<file path="src/sv/assert_macros.svh">
// ----------------------------------------------------------------------------
// assert_macros.svh
// Assertion helpers shared by the trimmed moving average filter RTL.
// ----------------------------------------------------------------------------
`ifndef ASSERT_MACROS_SVH
`define ASSERT_MACROS_SVH

`ifndef SYNTHESIS
// Same-cycle implication
`define ASSERT_IMPLY(lbl, clk, rst_n, ante, cons, msg) \
  lbl: assert property (@(posedge clk) disable iff (!rst_n) (ante) |-> (cons)) \
    else $error(msg);
// Next-cycle implication
`define ASSERT_NEXT(lbl, clk, rst_n, ante, cons, msg) \
  lbl: assert property (@(posedge clk) disable iff (!rst_n) (ante) |=> (cons)) \
    else $error(msg);
`else
`define ASSERT_IMPLY(lbl, clk, rst_n, ante, cons, msg)
`define ASSERT_NEXT(lbl, clk, rst_n, ante, cons, msg)
`endif

`endif

</file>
<file path="src/sv/tmaf_pkg.sv">
// ----------------------------------------------------------------------------
// tmaf_pkg
// Shared types and constants of the trimmed moving average filter.
// ----------------------------------------------------------------------------
package tmaf_pkg;

  localparam int unsigned DATA_W = 16;

  // Start value of the minimum search
  localparam logic signed [DATA_W-1:0] LO_INIT = 16'sh7FFF;
  // Fill count from which the extremes are dropped
  localparam int unsigned TRIM_MIN_COUNT = 3;

  typedef struct packed {
    logic done;
    logic trim;
  } tmaf_win_stat_t;

endpackage

</file>
<file path="src/sv/tmaf_sample_if.sv">
// ----------------------------------------------------------------------------
// tmaf_sample_if
// Valid/ready channel carrying one raw sample per item.
// ----------------------------------------------------------------------------
interface tmaf_sample_if;
  import tmaf_pkg::*;

  logic                     valid;
  logic                     ready;
  logic signed [DATA_W-1:0] sample;

  modport source (output valid, output sample, input ready);
  modport sink (input valid, input sample, output ready);
endinterface

</file>
<file path="src/sv/tmaf_filtered_if.sv">
// ----------------------------------------------------------------------------
// tmaf_filtered_if
// Valid/ready channel carrying one filtered value per item.
// ----------------------------------------------------------------------------
interface tmaf_filtered_if;
  import tmaf_pkg::*;

  logic                     valid;
  logic                     ready;
  logic signed [DATA_W-1:0] filtered;

  modport source (output valid, output filtered, input ready);
  modport sink (input valid, input filtered, output ready);
endinterface

</file>
<file path="src/sv/tmaf_window.sv">
// ----------------------------------------------------------------------------
// tmaf_window
// Circular sample memory with a sequential scan that builds sum, min, max.
// ----------------------------------------------------------------------------
module tmaf_window #(
  parameter int unsigned WINDOW_LENGTH = 8,
  parameter int unsigned CNT_W         = $clog2(WINDOW_LENGTH + 1),
  parameter int unsigned SUM_W         = 18 + $clog2(WINDOW_LENGTH)
) (
  input  logic                             clk_i,
  input  logic                             rst_ni,
  input  logic                             start_i,
  input  logic signed [tmaf_pkg::DATA_W-1:0] sample_i,
  output tmaf_pkg::tmaf_win_stat_t         stat_o,
  output logic signed [SUM_W-1:0]          sum_o,
  output logic [CNT_W-1:0]                 fill_o
);
  import tmaf_pkg::*;

  localparam int unsigned ADDR_W = $clog2(WINDOW_LENGTH);
  localparam int unsigned CMP_W  = CNT_W + 1;
  localparam logic [ADDR_W-1:0] LAST_ADDR = ADDR_W'(WINDOW_LENGTH - 1);
  localparam logic [CNT_W-1:0]  FULL      = CNT_W'(WINDOW_LENGTH);

  typedef enum logic [2:0] {W_IDLE, W_SCAN, W_DRAIN, W_FIN, W_DONE} wstate_e;

  logic signed [DATA_W-1:0] mem [WINDOW_LENGTH];

  wstate_e                  state_q;
  logic [ADDR_W-1:0]        head_q;
  logic [ADDR_W-1:0]        rd_ptr_q;
  logic [ADDR_W-1:0]        idx_q;
  logic [CNT_W-1:0]         fill_q;
  logic                     rvalid_q;
  logic                     rzero_q;
  logic signed [DATA_W-1:0] rdata_q;
  logic signed [SUM_W-1:0]  sum_q;
  logic signed [DATA_W-1:0] lo_q;
  logic signed [DATA_W-1:0] hi_q;

  logic signed [DATA_W-1:0] v;
  logic                     is_zero;
  logic                     trim;

  function automatic logic [ADDR_W-1:0] wrap_inc(input logic [ADDR_W-1:0] a);
    return (a == LAST_ADDR) ? '0 : a + 1'b1;
  endfunction

  // Entries never written since reset read as zero
  assign is_zero = ({{(CMP_W - ADDR_W){1'b0}}, idx_q} + {1'b0, fill_q})
                   <= CMP_W'(WINDOW_LENGTH);
  assign v       = rzero_q ? '0 : rdata_q;
  assign trim    = fill_q >= CNT_W'(TRIM_MIN_COUNT);

  always_ff @(posedge clk_i) begin
    if (state_q == W_IDLE && start_i) begin
      mem[head_q] <= sample_i;
    end
    if (state_q == W_SCAN) begin
      rdata_q <= mem[rd_ptr_q];
    end
  end

  always_ff @(posedge clk_i or negedge rst_ni) begin
    if (!rst_ni) begin
      state_q  <= W_IDLE;
      head_q   <= '0;
      rd_ptr_q <= '0;
      idx_q    <= '0;
      fill_q   <= '0;
      rvalid_q <= 1'b0;
      rzero_q  <= 1'b0;
      sum_q    <= '0;
      lo_q     <= LO_INIT;
      hi_q     <= '0;
    end else begin
      rvalid_q <= (state_q == W_SCAN);
      rzero_q  <= is_zero;
      // accumulate the returned entry
      if (rvalid_q) begin
        sum_q <= sum_q + SUM_W'(v);
        if (v < lo_q) lo_q <= v;
        if (v > hi_q) hi_q <= v;
      end
      unique case (state_q)
        W_IDLE: begin
          if (start_i) begin
            fill_q   <= (fill_q == FULL) ? fill_q : fill_q + 1'b1;
            rd_ptr_q <= wrap_inc(head_q);
            idx_q    <= ADDR_W'(1);
            sum_q    <= SUM_W'(sample_i);
            lo_q     <= LO_INIT;
            hi_q     <= '0;
            state_q  <= W_SCAN;
          end
        end
        W_SCAN: begin
          rd_ptr_q <= wrap_inc(rd_ptr_q);
          idx_q    <= idx_q + 1'b1;
          if (idx_q == LAST_ADDR) state_q <= W_DRAIN;
        end
        W_DRAIN: state_q <= W_FIN;
        W_FIN: begin
          if (trim) sum_q <= sum_q - SUM_W'(lo_q) - SUM_W'(hi_q);
          head_q  <= wrap_inc(head_q);
          state_q <= W_DONE;
        end
        W_DONE:  state_q <= W_IDLE;
        default: state_q <= W_IDLE;
      endcase
    end
  end

  assign stat_o.done = (state_q == W_DONE);
  assign stat_o.trim = trim;
  assign sum_o       = sum_q;
  assign fill_o      = fill_q;

endmodule

</file>
<file path="src/sv/tmaf_divider.sv">
// ----------------------------------------------------------------------------
// tmaf_divider
// Radix-2 restoring divider, signed dividend, truncation toward zero.
// ----------------------------------------------------------------------------
module tmaf_divider #(
  parameter int unsigned DIVIDEND_W = 21,
  parameter int unsigned DIVISOR_W  = 4
) (
  input  logic                               clk_i,
  input  logic                               rst_ni,
  input  logic                               start_i,
  input  logic signed [DIVIDEND_W-1:0]       dividend_i,
  input  logic [DIVISOR_W-1:0]               divisor_i,
  output logic                               done_o,
  output logic signed [tmaf_pkg::DATA_W-1:0] quotient_o
);
  import tmaf_pkg::*;

  localparam int unsigned STEP_W = $clog2(DIVIDEND_W + 1);

  logic                  busy_q;
  logic                  done_q;
  logic [STEP_W-1:0]     cnt_q;
  logic                  neg_q;
  logic [DIVIDEND_W-1:0] mag_q;
  logic [DIVISOR_W-1:0]  rem_q;
  logic [DIVISOR_W-1:0]  div_q;

  logic [DIVISOR_W:0]    shifted;
  logic [DIVISOR_W:0]    diff;
  logic                  ge;
  logic [DIVIDEND_W-1:0] abs_in;
  logic [DIVIDEND_W-1:0] quot_full;

  assign shifted   = {rem_q, mag_q[DIVIDEND_W-1]};
  assign diff      = shifted - {1'b0, div_q};
  assign ge        = shifted >= {1'b0, div_q};
  assign abs_in    = dividend_i[DIVIDEND_W-1] ? -dividend_i : dividend_i;
  assign quot_full = neg_q ? -mag_q : mag_q;

  always_ff @(posedge clk_i or negedge rst_ni) begin
    if (!rst_ni) begin
      busy_q <= 1'b0;
      done_q <= 1'b0;
      cnt_q  <= '0;
      neg_q  <= 1'b0;
      mag_q  <= '0;
      rem_q  <= '0;
      div_q  <= '0;
    end else begin
      done_q <= 1'b0;
      if (start_i) begin
        busy_q <= 1'b1;
        cnt_q  <= STEP_W'(DIVIDEND_W);
        neg_q  <= dividend_i[DIVIDEND_W-1];
        mag_q  <= abs_in;
        rem_q  <= '0;
        div_q  <= divisor_i;
      end else if (busy_q) begin
        // one quotient bit per cycle
        rem_q <= ge ? diff[DIVISOR_W-1:0] : shifted[DIVISOR_W-1:0];
        mag_q <= {mag_q[DIVIDEND_W-2:0], ge};
        cnt_q <= cnt_q - 1'b1;
        if (cnt_q == STEP_W'(1)) begin
          busy_q <= 1'b0;
          done_q <= 1'b1;
        end
      end
    end
  end

  assign done_o     = done_q;
  assign quotient_o = quot_full[DATA_W-1:0];

endmodule

</file>
<file path="src/sv/trimmed_moving_average_filter_top.sv">
// ----------------------------------------------------------------------------
// trimmed_moving_average_filter_top
// Flow: window scan, then with fewer than three samples held the raw sample is
//   passed on, else the trimmed sum is divided by the fill count minus two.
// One item at a time (no new sample until the result is loaded into the output
//   register), set by the serial scan through the single-port window memory plus the bit-serial divider.
// Reset: window reads as zero and the fill count clears; no clearing pass.
// ----------------------------------------------------------------------------
`include "assert_macros.svh"

module trimmed_moving_average_filter_top #(
  parameter int unsigned WINDOW_LENGTH = 8
) (
  input  logic            clk_i,
  input  logic            rst_ni,
  tmaf_sample_if.sink     sample_i,
  tmaf_filtered_if.source filtered_o
);
  import tmaf_pkg::*;

  localparam int unsigned CNT_W = $clog2(WINDOW_LENGTH + 1);
  // Sum of the window minus both extremes, with headroom for the sign
  localparam int unsigned SUM_W = 18 + $clog2(WINDOW_LENGTH);

  // Sequencer: idle -> window scan -> optional divide -> hand to output reg
  typedef enum logic [1:0] {T_IDLE, T_SCAN, T_DIV, T_HOLD} state_e;

  state_e                   state_q;
  logic signed [DATA_W-1:0] sample_q;
  logic signed [DATA_W-1:0] res_q;
  logic                     out_valid_q;
  logic signed [DATA_W-1:0] filtered_q;

  logic                     accept;
  logic                     out_free;
  tmaf_win_stat_t           win_stat;
  logic signed [SUM_W-1:0]  win_sum;
  logic [CNT_W-1:0]         win_fill;
  logic [CNT_W-1:0]         divisor;
  logic                     div_start;
  logic                     div_done;
  logic signed [DATA_W-1:0] quotient;

  assign sample_i.ready = (state_q == T_IDLE);
  assign accept         = sample_i.valid && sample_i.ready;
  // Output register may be reloaded when empty or being taken this cycle
  assign out_free       = !out_valid_q || filtered_o.ready;

  // Full window divides by N-2, partial by count-2: both are count-2
  assign divisor   = win_fill - CNT_W'(2);
  assign div_start = (state_q == T_SCAN) && win_stat.done && win_stat.trim;

  tmaf_window #(
    .WINDOW_LENGTH(WINDOW_LENGTH),
    .CNT_W        (CNT_W),
    .SUM_W        (SUM_W)
  ) u_window (
    .clk_i   (clk_i),
    .rst_ni  (rst_ni),
    .start_i (accept),
    .sample_i(sample_i.sample),
    .stat_o  (win_stat),
    .sum_o   (win_sum),
    .fill_o  (win_fill)
  );

  tmaf_divider #(
    .DIVIDEND_W(SUM_W),
    .DIVISOR_W (CNT_W)
  ) u_divider (
    .clk_i     (clk_i),
    .rst_ni    (rst_ni),
    .start_i   (div_start),
    .dividend_i(win_sum),
    .divisor_i (divisor),
    .done_o    (div_done),
    .quotient_o(quotient)
  );

  always_ff @(posedge clk_i or negedge rst_ni) begin
    if (!rst_ni) begin
      state_q     <= T_IDLE;
      sample_q    <= '0;
      res_q       <= '0;
      out_valid_q <= 1'b0;
      filtered_q  <= '0;
    end else begin
      // drop the output item once taken, unless a new one is loaded
      if (filtered_o.valid && filtered_o.ready && state_q != T_HOLD) out_valid_q <= 1'b0;
      unique case (state_q)
        T_IDLE: begin
          if (accept) begin
            sample_q <= sample_i.sample;
            state_q  <= T_SCAN;
          end
        end
        T_SCAN: begin
          if (win_stat.done) begin
            if (win_stat.trim) begin
              state_q <= T_DIV;
            end else begin
              // too few samples: pass the raw sample through
              res_q   <= sample_q;
              state_q <= T_HOLD;
            end
          end
        end
        T_DIV: begin
          if (div_done) begin
            res_q   <= quotient;
            state_q <= T_HOLD;
          end
        end
        T_HOLD: begin
          if (out_free) begin
            out_valid_q <= 1'b1;
            filtered_q  <= res_q;
            state_q     <= T_IDLE;
          end
        end
        default: state_q <= T_IDLE;
      endcase
    end
  end

  assign filtered_o.valid    = out_valid_q;
  assign filtered_o.filtered = filtered_q;

  `ASSERT_IMPLY(a_win_done_in_scan, clk_i, rst_ni, win_stat.done, state_q == T_SCAN, "window done outside scan")
  `ASSERT_IMPLY(a_div_done_in_div, clk_i, rst_ni, div_done, state_q == T_DIV, "divider done outside divide")
  `ASSERT_NEXT(a_accept_starts_scan, clk_i, rst_ni, accept, state_q == T_SCAN && !win_stat.done, "accepted item did not start a scan")

endmodule
</file>
<file path="src/flat_wrapper.sv">
// flat-port wrapper written by rule: the top's interface ports become plain ports
module trimmed_moving_average_filter_top_flat import tmaf_pkg::*;
#(
  parameter int unsigned WINDOW_LENGTH = 8
)
  (clk_i, rst_ni, sample_i_valid, sample_i_sample, sample_i_ready, filtered_o_valid, filtered_o_filtered, filtered_o_ready);
  tmaf_sample_if sample_i_i ();
  tmaf_filtered_if filtered_o_i ();
  input  logic clk_i;
  input  logic rst_ni;
  input wire logic [$bits(sample_i_i.valid)-1:0] sample_i_valid;
  input wire logic [$bits(sample_i_i.sample)-1:0] sample_i_sample;
  output wire logic [$bits(sample_i_i.ready)-1:0] sample_i_ready;
  output wire logic [$bits(filtered_o_i.valid)-1:0] filtered_o_valid;
  output wire logic [$bits(filtered_o_i.filtered)-1:0] filtered_o_filtered;
  input wire logic [$bits(filtered_o_i.ready)-1:0] filtered_o_ready;
  assign sample_i_i.valid = sample_i_valid;
  assign sample_i_i.sample = sample_i_sample;
  assign sample_i_ready = sample_i_i.ready;
  assign filtered_o_valid = filtered_o_i.valid;
  assign filtered_o_filtered = filtered_o_i.filtered;
  assign filtered_o_i.ready = filtered_o_ready;
  trimmed_moving_average_filter_top #(.WINDOW_LENGTH(WINDOW_LENGTH)) u_core (.clk_i(clk_i), .rst_ni(rst_ni), .sample_i(sample_i_i), .filtered_o(filtered_o_i));
endmodule
</file>
<file path="config.mk">
export PLATFORM = sky130hd
export DESIGN_NAME = trimmed_moving_average_filter_top_flat
export DESIGN_NICKNAME = d
export VERILOG_FILES = /design/src/sv/tmaf_pkg.sv /design/src/sv/tmaf_sample_if.sv /design/src/sv/tmaf_filtered_if.sv /design/src/sv/tmaf_window.sv /design/src/sv/tmaf_divider.sv /design/src/sv/trimmed_moving_average_filter_top.sv /design/src/flat_wrapper.sv
export VERILOG_INCLUDE_DIRS = /design/src /design/src/sv
export SDC_FILE = /design/constraint.sdc
export NUM_CORES = 1
export LEC_CHECK = 0
export ABC_CLOCK_PERIOD_IN_PS = 5000
export BUFFER_PORTS_ARGS = -buffer_cell sky130_fd_sc_hd__buf_2
export CORE_MARGIN = 1
export CORE_UTILIZATION = 30
export CTS_BUF_LIST = sky130_fd_sc_hd__clkbuf_16
export CTS_CLUSTER_SIZE = 24
export DETAILED_ROUTE_END_ITERATION = 8
export GPL_ROUTABILITY_DRIVEN = 0
export HOLD_SLACK_MARGIN = 0.12
export PLACE_DENSITY = 0.49
export SLEW_MARGIN = 25
export SYNTH_ARGS = -nofsm -noshare
export SYNTH_HDL_FRONTEND = slang
export SYNTH_HIERARCHICAL = 1
export SYNTH_SLANG_ARGS = --single-unit
</file>
<file path="constraint.sdc">
create_clock -name clk_i -period 5 [get_ports clk_i]
set_input_delay 0.75 -clock clk_i [delete_from_list [all_inputs] [get_ports clk_i]]
set_output_delay 0.75 -clock clk_i [all_outputs]
set_load 0.005 [all_outputs]
</file>
# Yosys cells after proc, flatten, opt, wreduce, memory -nomap -nowiden
# Memory sizes are Yosys's and may differ from the RTL's. A register that Yosys moved wholly into a read port is not among the register bits.
# Index checks and enable logic that the tools add are counted.
# W data, S select, Z words.
dict set report op_classes {
  n_addsub 13
  order_cmp 5
  n_eq_ne 20
  mux 51
  bitwise_logic 1
  n_reduce_logical 20
}
# operator count
set ops {}
lappend ops {{$mux W16} 13}
lappend ops {{$mux W21} 6}
lappend ops {{$pmux W21 S2} 1}
lappend ops {{$sub A21 B16 Y21} 2}
lappend ops {{$pmux W16 S2} 1}
lappend ops {{$add A21 B16 Y21} 1}
lappend ops {{$neg A21 Y21} 1}
lappend ops {{$gt A16 B16 Y1} 1}
lappend ops {{$lt A16 B16 Y1} 1}
lappend ops {{$neg A16 Y16} 1}
lappend ops {{$mux W3} 5}
lappend ops {{$eq A3 B3 Y1 const B} 4}
lappend ops {{$mux W1} 12}
lappend ops {{$mux W4} 3}
lappend ops {{$pmux W3 S2} 2}
lappend ops {{$pmux W3 S4} 1}
lappend ops {{$mux W5} 2}
lappend ops {{$ne A2 B2 Y1 const B} 5}
lappend ops {{$add A3 B1 Y3 const B} 3}
lappend ops {{$mux W2} 4}
lappend ops {{$pmux W2 S4} 1}
lappend ops {{$reduce_and A2 Y1} 4}
lappend ops {{$reduce_and A4 Y1} 2}
lappend ops {{$eq A3 B2 Y1 const B} 2}
lappend ops {{other kinds (22)} 32}
dict set report totals {
  regBits 159
  mem_bits_rw 128
  inputBits 20
  word_cells 133
  mem_count 1
}
# name words width rd rd_clocked_by_memory_dff write_ports line_no
set mem_list {}
lappend mem_list {u_core.u_window.mem 8 16 1 1 1 tmaf_window.sv:27} ;# logic signed [DATA_W-1:0] mem [WINDOW_LENGTH];

# Logic depth before layout (Yosys ltp)
dict set report logic_depth {
  word_depth 6
  mapped_depth 15
}

# Cells and area by module
# Netlist, hierarchy kept.
# module n_inst cells_each area_each_um2 seq_area_each_um2
set by_module_without_submodules {}
lappend by_module_without_submodules {tmaf_window 1 937 11847.6 6119.6}
lappend by_module_without_submodules {tmaf_divider 1 312 2713.9 925.9}
lappend by_module_without_submodules {trimmed_moving_average_filter_top 1 155 2343.5 1276.2}

# Worst setup path before layout
# No wires, ideal clock.
dict set report synth_timing {
  path_type {reg-to-reg}
  startpoint {register u_core.state_q[0]}
  endpoint {memory u_core.u_window.mem[0][0] (enable)}
  arrival_ns 3.358
  required_ns 4.570
  setup_slack_ns 1.211
  path_stages_with_launch 10
  n_path_buf 2
  path_cell_list {dfrtp_1 -> inv_1 -> ha_1 -> nand2_1 -> buf_2 -> inv_1 -> nand2_1 -> or2_0 -> clkbuf_1 -> nor4_1}
}
dict set report synth_between {
  elab_chain_len 5
}
# element line_no
set synth_rtl {}
lappend synth_rtl {{from (decl)} trimmed_moving_average_filter_top.sv:28} ;# state_e state_q;
lappend synth_rtl {{from (signal assigned)} trimmed_moving_average_filter_top.sv:82} ;# state_q <= T_IDLE;
lappend synth_rtl {{from (signal assigned)} trimmed_moving_average_filter_top.sv:94} ;# state_q <= T_SCAN;
lappend synth_rtl {{from (signal assigned)} trimmed_moving_average_filter_top.sv:100} ;# state_q <= T_DIV;
lappend synth_rtl {{$logic_not A2 Y1} trimmed_moving_average_filter_top.sv:44} ;# assign sample_i.ready = (state_q == T_IDLE);
lappend synth_rtl {{named net sample_i_ready} flat_wrapper.sv:13} ;# output wire logic [$bits(sample_i_i.ready)-1:0] sample_i_ready;
lappend synth_rtl {{$logic_and A1 B1 Y1} trimmed_moving_average_filter_top.sv:45} ;# assign accept = sample_i.valid && sample_i.ready;
lappend synth_rtl {{named net u_core.accept} trimmed_moving_average_filter_top.sv:34} ;# logic accept;
lappend synth_rtl {{$logic_and A1 B1 Y1} tmaf_window.sv:56} ;# if (state_q == W_IDLE && start_i) begin
lappend synth_rtl {{$mux W1} tmaf_window.sv:56}
lappend synth_rtl {{$mux W1 (implied by the code)} tmaf_window.sv:57} ;# mem[head_q] <= sample_i;
lappend synth_rtl {{to (decl)} tmaf_window.sv:27}
# The timed path passes the listed nets, and every way through them passes these cells.

# Worst setup path in the final report
dict set report layout_timing {
  startpoint {register u_core.u_window.rzero_q}
  endpoint {register u_core.u_window.sum_q[20], in the netlist u_core/u_window/sum_o[20]}
}
dict set report layout_between {
  elab_chain_len 5
}
# element line_no
set layout_rtl {}
lappend layout_rtl {{from (decl)} tmaf_window.sv:35} ;# logic rzero_q;
lappend layout_rtl {{from (signal assigned)} tmaf_window.sv:78} ;# rzero_q <= is_zero;
lappend layout_rtl {{$mux W16 *} tmaf_window.sv:52} ;# assign v = rzero_q ? '0 : rdata_q;
lappend layout_rtl {{$add A21 B16 Y21 *} tmaf_window.sv:81} ;# sum_q <= sum_q + SUM_W'(v);
lappend layout_rtl {{$mux W21 *} tmaf_window.sv:80} ;# if (rvalid_q) begin
lappend layout_rtl {{$mux W21 (on tied branches)} {tmaf_window.sv:104, tmaf_window.sv:87}}
lappend layout_rtl {{$pmux W21 S2 *} tmaf_window.sv:85} ;# unique case (state_q)
lappend layout_rtl {{to (signal assigned)} tmaf_window.sv:81}
lappend layout_rtl {{to (signal assigned)} tmaf_window.sv:91} ;# sum_q <= SUM_W'(sample_i);
lappend layout_rtl {{to (signal assigned)} tmaf_window.sv:104} ;# if (trim) sum_q <= sum_q - SUM_W'(lo_q) - SUM_W'(hi_q);
lappend layout_rtl {{to (decl)} tmaf_window.sv:37} ;# logic signed [SUM_W-1:0] sum_q;
# Mark *: on every way between the ends. The rest lies on a longest branch, timed or not.
# A chain may end at the register's enable or synchronous reset.

==> impl_metrics.ini <==
[power]
post-layout-total-power_mw = 13.8
leakage_nw = 7.76
power_per_cell_area_nw_per_um2 = 725
ir_worst_vdd_v = 0.000398

[routing]
detailedRoute.firstIterationViolations = 650
route.antenna.remaining_nets = 0
vias_per_cell = 4.95
routedWlPerCell_um = 19.1
detailroute.via_count = 11000
drc = 0
routed_wirelength_um = 42300
firstDrtPassIters = 5

[timing]
number_of_max_slew_violations_in_the_final_report = 0
grt_setup_unrepaired = no
finalCritPeriodShare = 0.798
setup_viol_count_final = 0
number_of_hold_slack_violations_in_the_final_timing_report = 0
tightestPinTransition_ns = 1.02
worst_clock_skew_ns = 0.0250
timing.hold.ws_ns = 0.263
final_period_minus_worst_setup_slack_ns = 3.99
fmaxAchievable_mhz = 251
tns_setup_ns = 0
worst_slew_margin_rel = 0.319
post_route_setup_slack_ns = 1.01

[setup_path]
worst_ep_required_time_ns = 5.43
start_kind = register
crit_chain = nand2b_4, inv_1, ha_1, fa_1, a21oi_1, nor3b_1, o41ai_2, a21oi_1, o211ai_2, a21oi_2, a41oi_4, mux2i_1, a32o_1, o211ai_2
max_stage_delay_on_crit_path_ns = 0.76
worst_path_max_delay_cell = dfrtp_1
worstPathArrival_ns = 4.42
worst_setup_path_end_kind = register
worst_r2r_startpoint = u_core/u_window/rzero_q
critical_path_peak_fanout = 19
timing_worst_setup_path_type = register to register
critPathLaunch = u_core/u_window/rzero_q

[yosys]
post_synth_num_cell_types = 88
synth_compound_gate_area_share = 0.107
simple_logic_cell_fraction_of_the_synthesized_area = 0.100
dominantRegCellSynth = edfxtp_1
synth.yosys.seq_area_share = 0.492
synth-adder-area-share = 0.0987
synthesis.area_um2 = 16900
synth.area.mux_share = 0.128
yosys_warnings = 6
synthesis.instances = 1404
post_synth_edffs = 144
synth_top_family_by_area = multiplexers
synth.ff_latch_count = 303
synth_nets = 1540
postSynth.asyncResetShare = 0.525
syn-mean-instance-area_um2 = 12.0
synthXorXnorAreaFrac = 0.0383

[die]
die_height_um = 239
fp.dieArea_um2 = 57300
design.core.area_um2 = 55400
initial_utilization = 0.305
fp-row-count = 86
floorplan.io_pins = 38
die_width_um = 239

[cells_and_area]
design_area_um2 = 19100
layout-area-overhead-vs-synth_pct = 12.8
filler_cell_count = 5513
layout-drive-gt1-share = 0.192
fin_nets = 1579

[global_routing]
grtUsageTotal = 0.152
grt_antenna_before_repair = 1
grt-ovfl-total = 0
wire_length_of_the_first_global_routing_pass_um = 66700
grt_start_max_net_pins = 88
first_global_vias = 11400

[clock_network]
post_cts_buffers = 0
cts.hold.buffers_added = 0
cts-htree-levels = 2
cts.sink_count = 303
post_cts_resize_count = 0
numCtsBuffers = 37
maximum_buffer_depth_of_the_clock_tree = 3
clk_transition_reported_paths_ns = 0.06
cts_tree = yes
clk_latency_ns = 0.55
cts_root_buffer = clkbuf_16

[outcome]
outcome = finished, final reports clean

[placed_design]
post-place-ws_ns = 1.12
post_dp_cell_area_um2 = 18000
detailedPlacementHpwl_um = 29600
port-buffer-count = 37

[job]
cap_viol_max_count = 0

[hold_path]
hold_class = primary input to async pin
## synth_stat cells (18+ instances only)
cell type,count,area (µm²)
nor3_1,25,125
xor2_1,25,219
mux4_2,32,721
nand2_1,84,315
dfrtp_1,144,3600
fa_1,23,460
xnor2_1,49,429
clkbuf_1,40,150
a21oi_1,68,340
nand3_1,20,100
nor2_1,75,282
mux2i_1,41,410
ha_1,93,1160
a211oi_1,18,135
nor2b_1,35,219
edfxtp_1,144,4320
o21ai_0,61,305
mux2_2,78,878
inv_1,82,308
nand2b_1,25,156
## through the flow
step | utilization | cells
final | 0.344 | 2221
after global routing | 0.344 | 2220
after CTS | 0.344 | 2220
after detailed placement | 0.324 | 2152
after global placement | 0.324 | 2152
after floorplan | - | 1404
## area by class of cell
class / count / area (µm²) / area share
sequential: 303 / 8330 / 0.436
multi-input combinational: 958 / 8030 / 0.421
clock buffer: 38 / 951 / 0.0498
tap: 748 / 936 / 0.0491
timing repair buffer: 61 / 372 / 0.0195
inverter: 82 / 308 / 0.0161
clock inverter: 30 / 155 / 0.00813
antenna: 1 / 2.50 / 0.000131
## placed cells by master, fill, tap and decap left out, types with 9 or more instances in the layout
cell type	synthesis	layout
buf_2	7	36
edfxtp_1	144	144
ha_1	93	93
o31ai_1	14	14
dfstp_2	15	15
fa_1	23	23
nor2_1	75	73
nand2_1	84	84
o21ai_0	61	61
xor2_1	25	25
a21oi_1	68	68
buf_4	4	24
mux2_4	10	10
mux2_2	78	78
clkbuf_16	0	38
a22oi_1	12	12
a211oi_1	18	18
dfrtp_1	144	141
mux2i_1	41	41
nand2b_1	25	25
nand4_1	9	9
xnor2_1	49	49
mux4_2	32	32
nand3_1	20	20
inv_1	82	90
a21o_1	15	15
nor2b_1	35	35
nor3_1	25	21
clkinv_1	0	10
## flip-flops by register name, summed over array words and instances, names as in the netlist, 16 cells and up
name and count:
u_core/u_divider/mag_q 21, u_core/u_window/rdata_q 16, u_core/sample_q 16, u_core/u_window/hi_q 16
u_core/filtered_o.filtered 16, u_core/res_q 16, u_core/u_window/mem 128, u_core/u_window/sum_o 21
u_core/u_window/lo_q 16
## where the power goes
| part | total (mW) | switching [mW] | internal (mW) |
|---|---|---|---|
| Sequential | 4.15 | 0.801 | 3.35 |
| Combinational | 7.23 | 3.88 | 3.36 |
| Clock | 2.45 | 1.07 | 1.39 |
## logic make-up (layout without fill, tap and decap cells)
group                    Yosys count  count (layout)
adder cells (fa/ha/maj)          120             120
other                              0               1
multiplexers                     162             162
XOR/XNOR                          74              74
AO/OA/AOI/OAI                    270             270
flip-flops                       303             303
buffers and inverters            143             211
AND/OR/NAND/NOR                  332             332
## worst paths after layout
check                      slack, ns  cells past startpoint                       endpoint
min                             0.26                      1  u_core/filtered_o.filtered[6]
min reg2reg                     0.50                      1  u_core/filtered_o.filtered[2]
min in group clk_i              0.48                      3        u_core/filtered_o.valid
max in group asynchronous       3.63                      2       u_core/u_window/lo_q[12]
max                             1.01                     14      u_core/u_window/sum_o[20]
max reg2reg                     1.01                     14      u_core/u_window/sum_o[20]
## critical path, delay by kind of cell (launching register included)
family,cells,cell delay (ns)
compound gates,8,1.79
fa+ha+maj,2,0.68
buf+inv,1,0.05
flops,1,0.76
mux,1,0.21
simple gates,2,0.38
## metal layers
layer	track usage	wire length, µm
met1	0.201	19400
met2	0.256	20400
met3	0.0243	1480
met4	0.0453	971
met5	0	0
No activity file was read; power rests on OpenSTA's default activity.
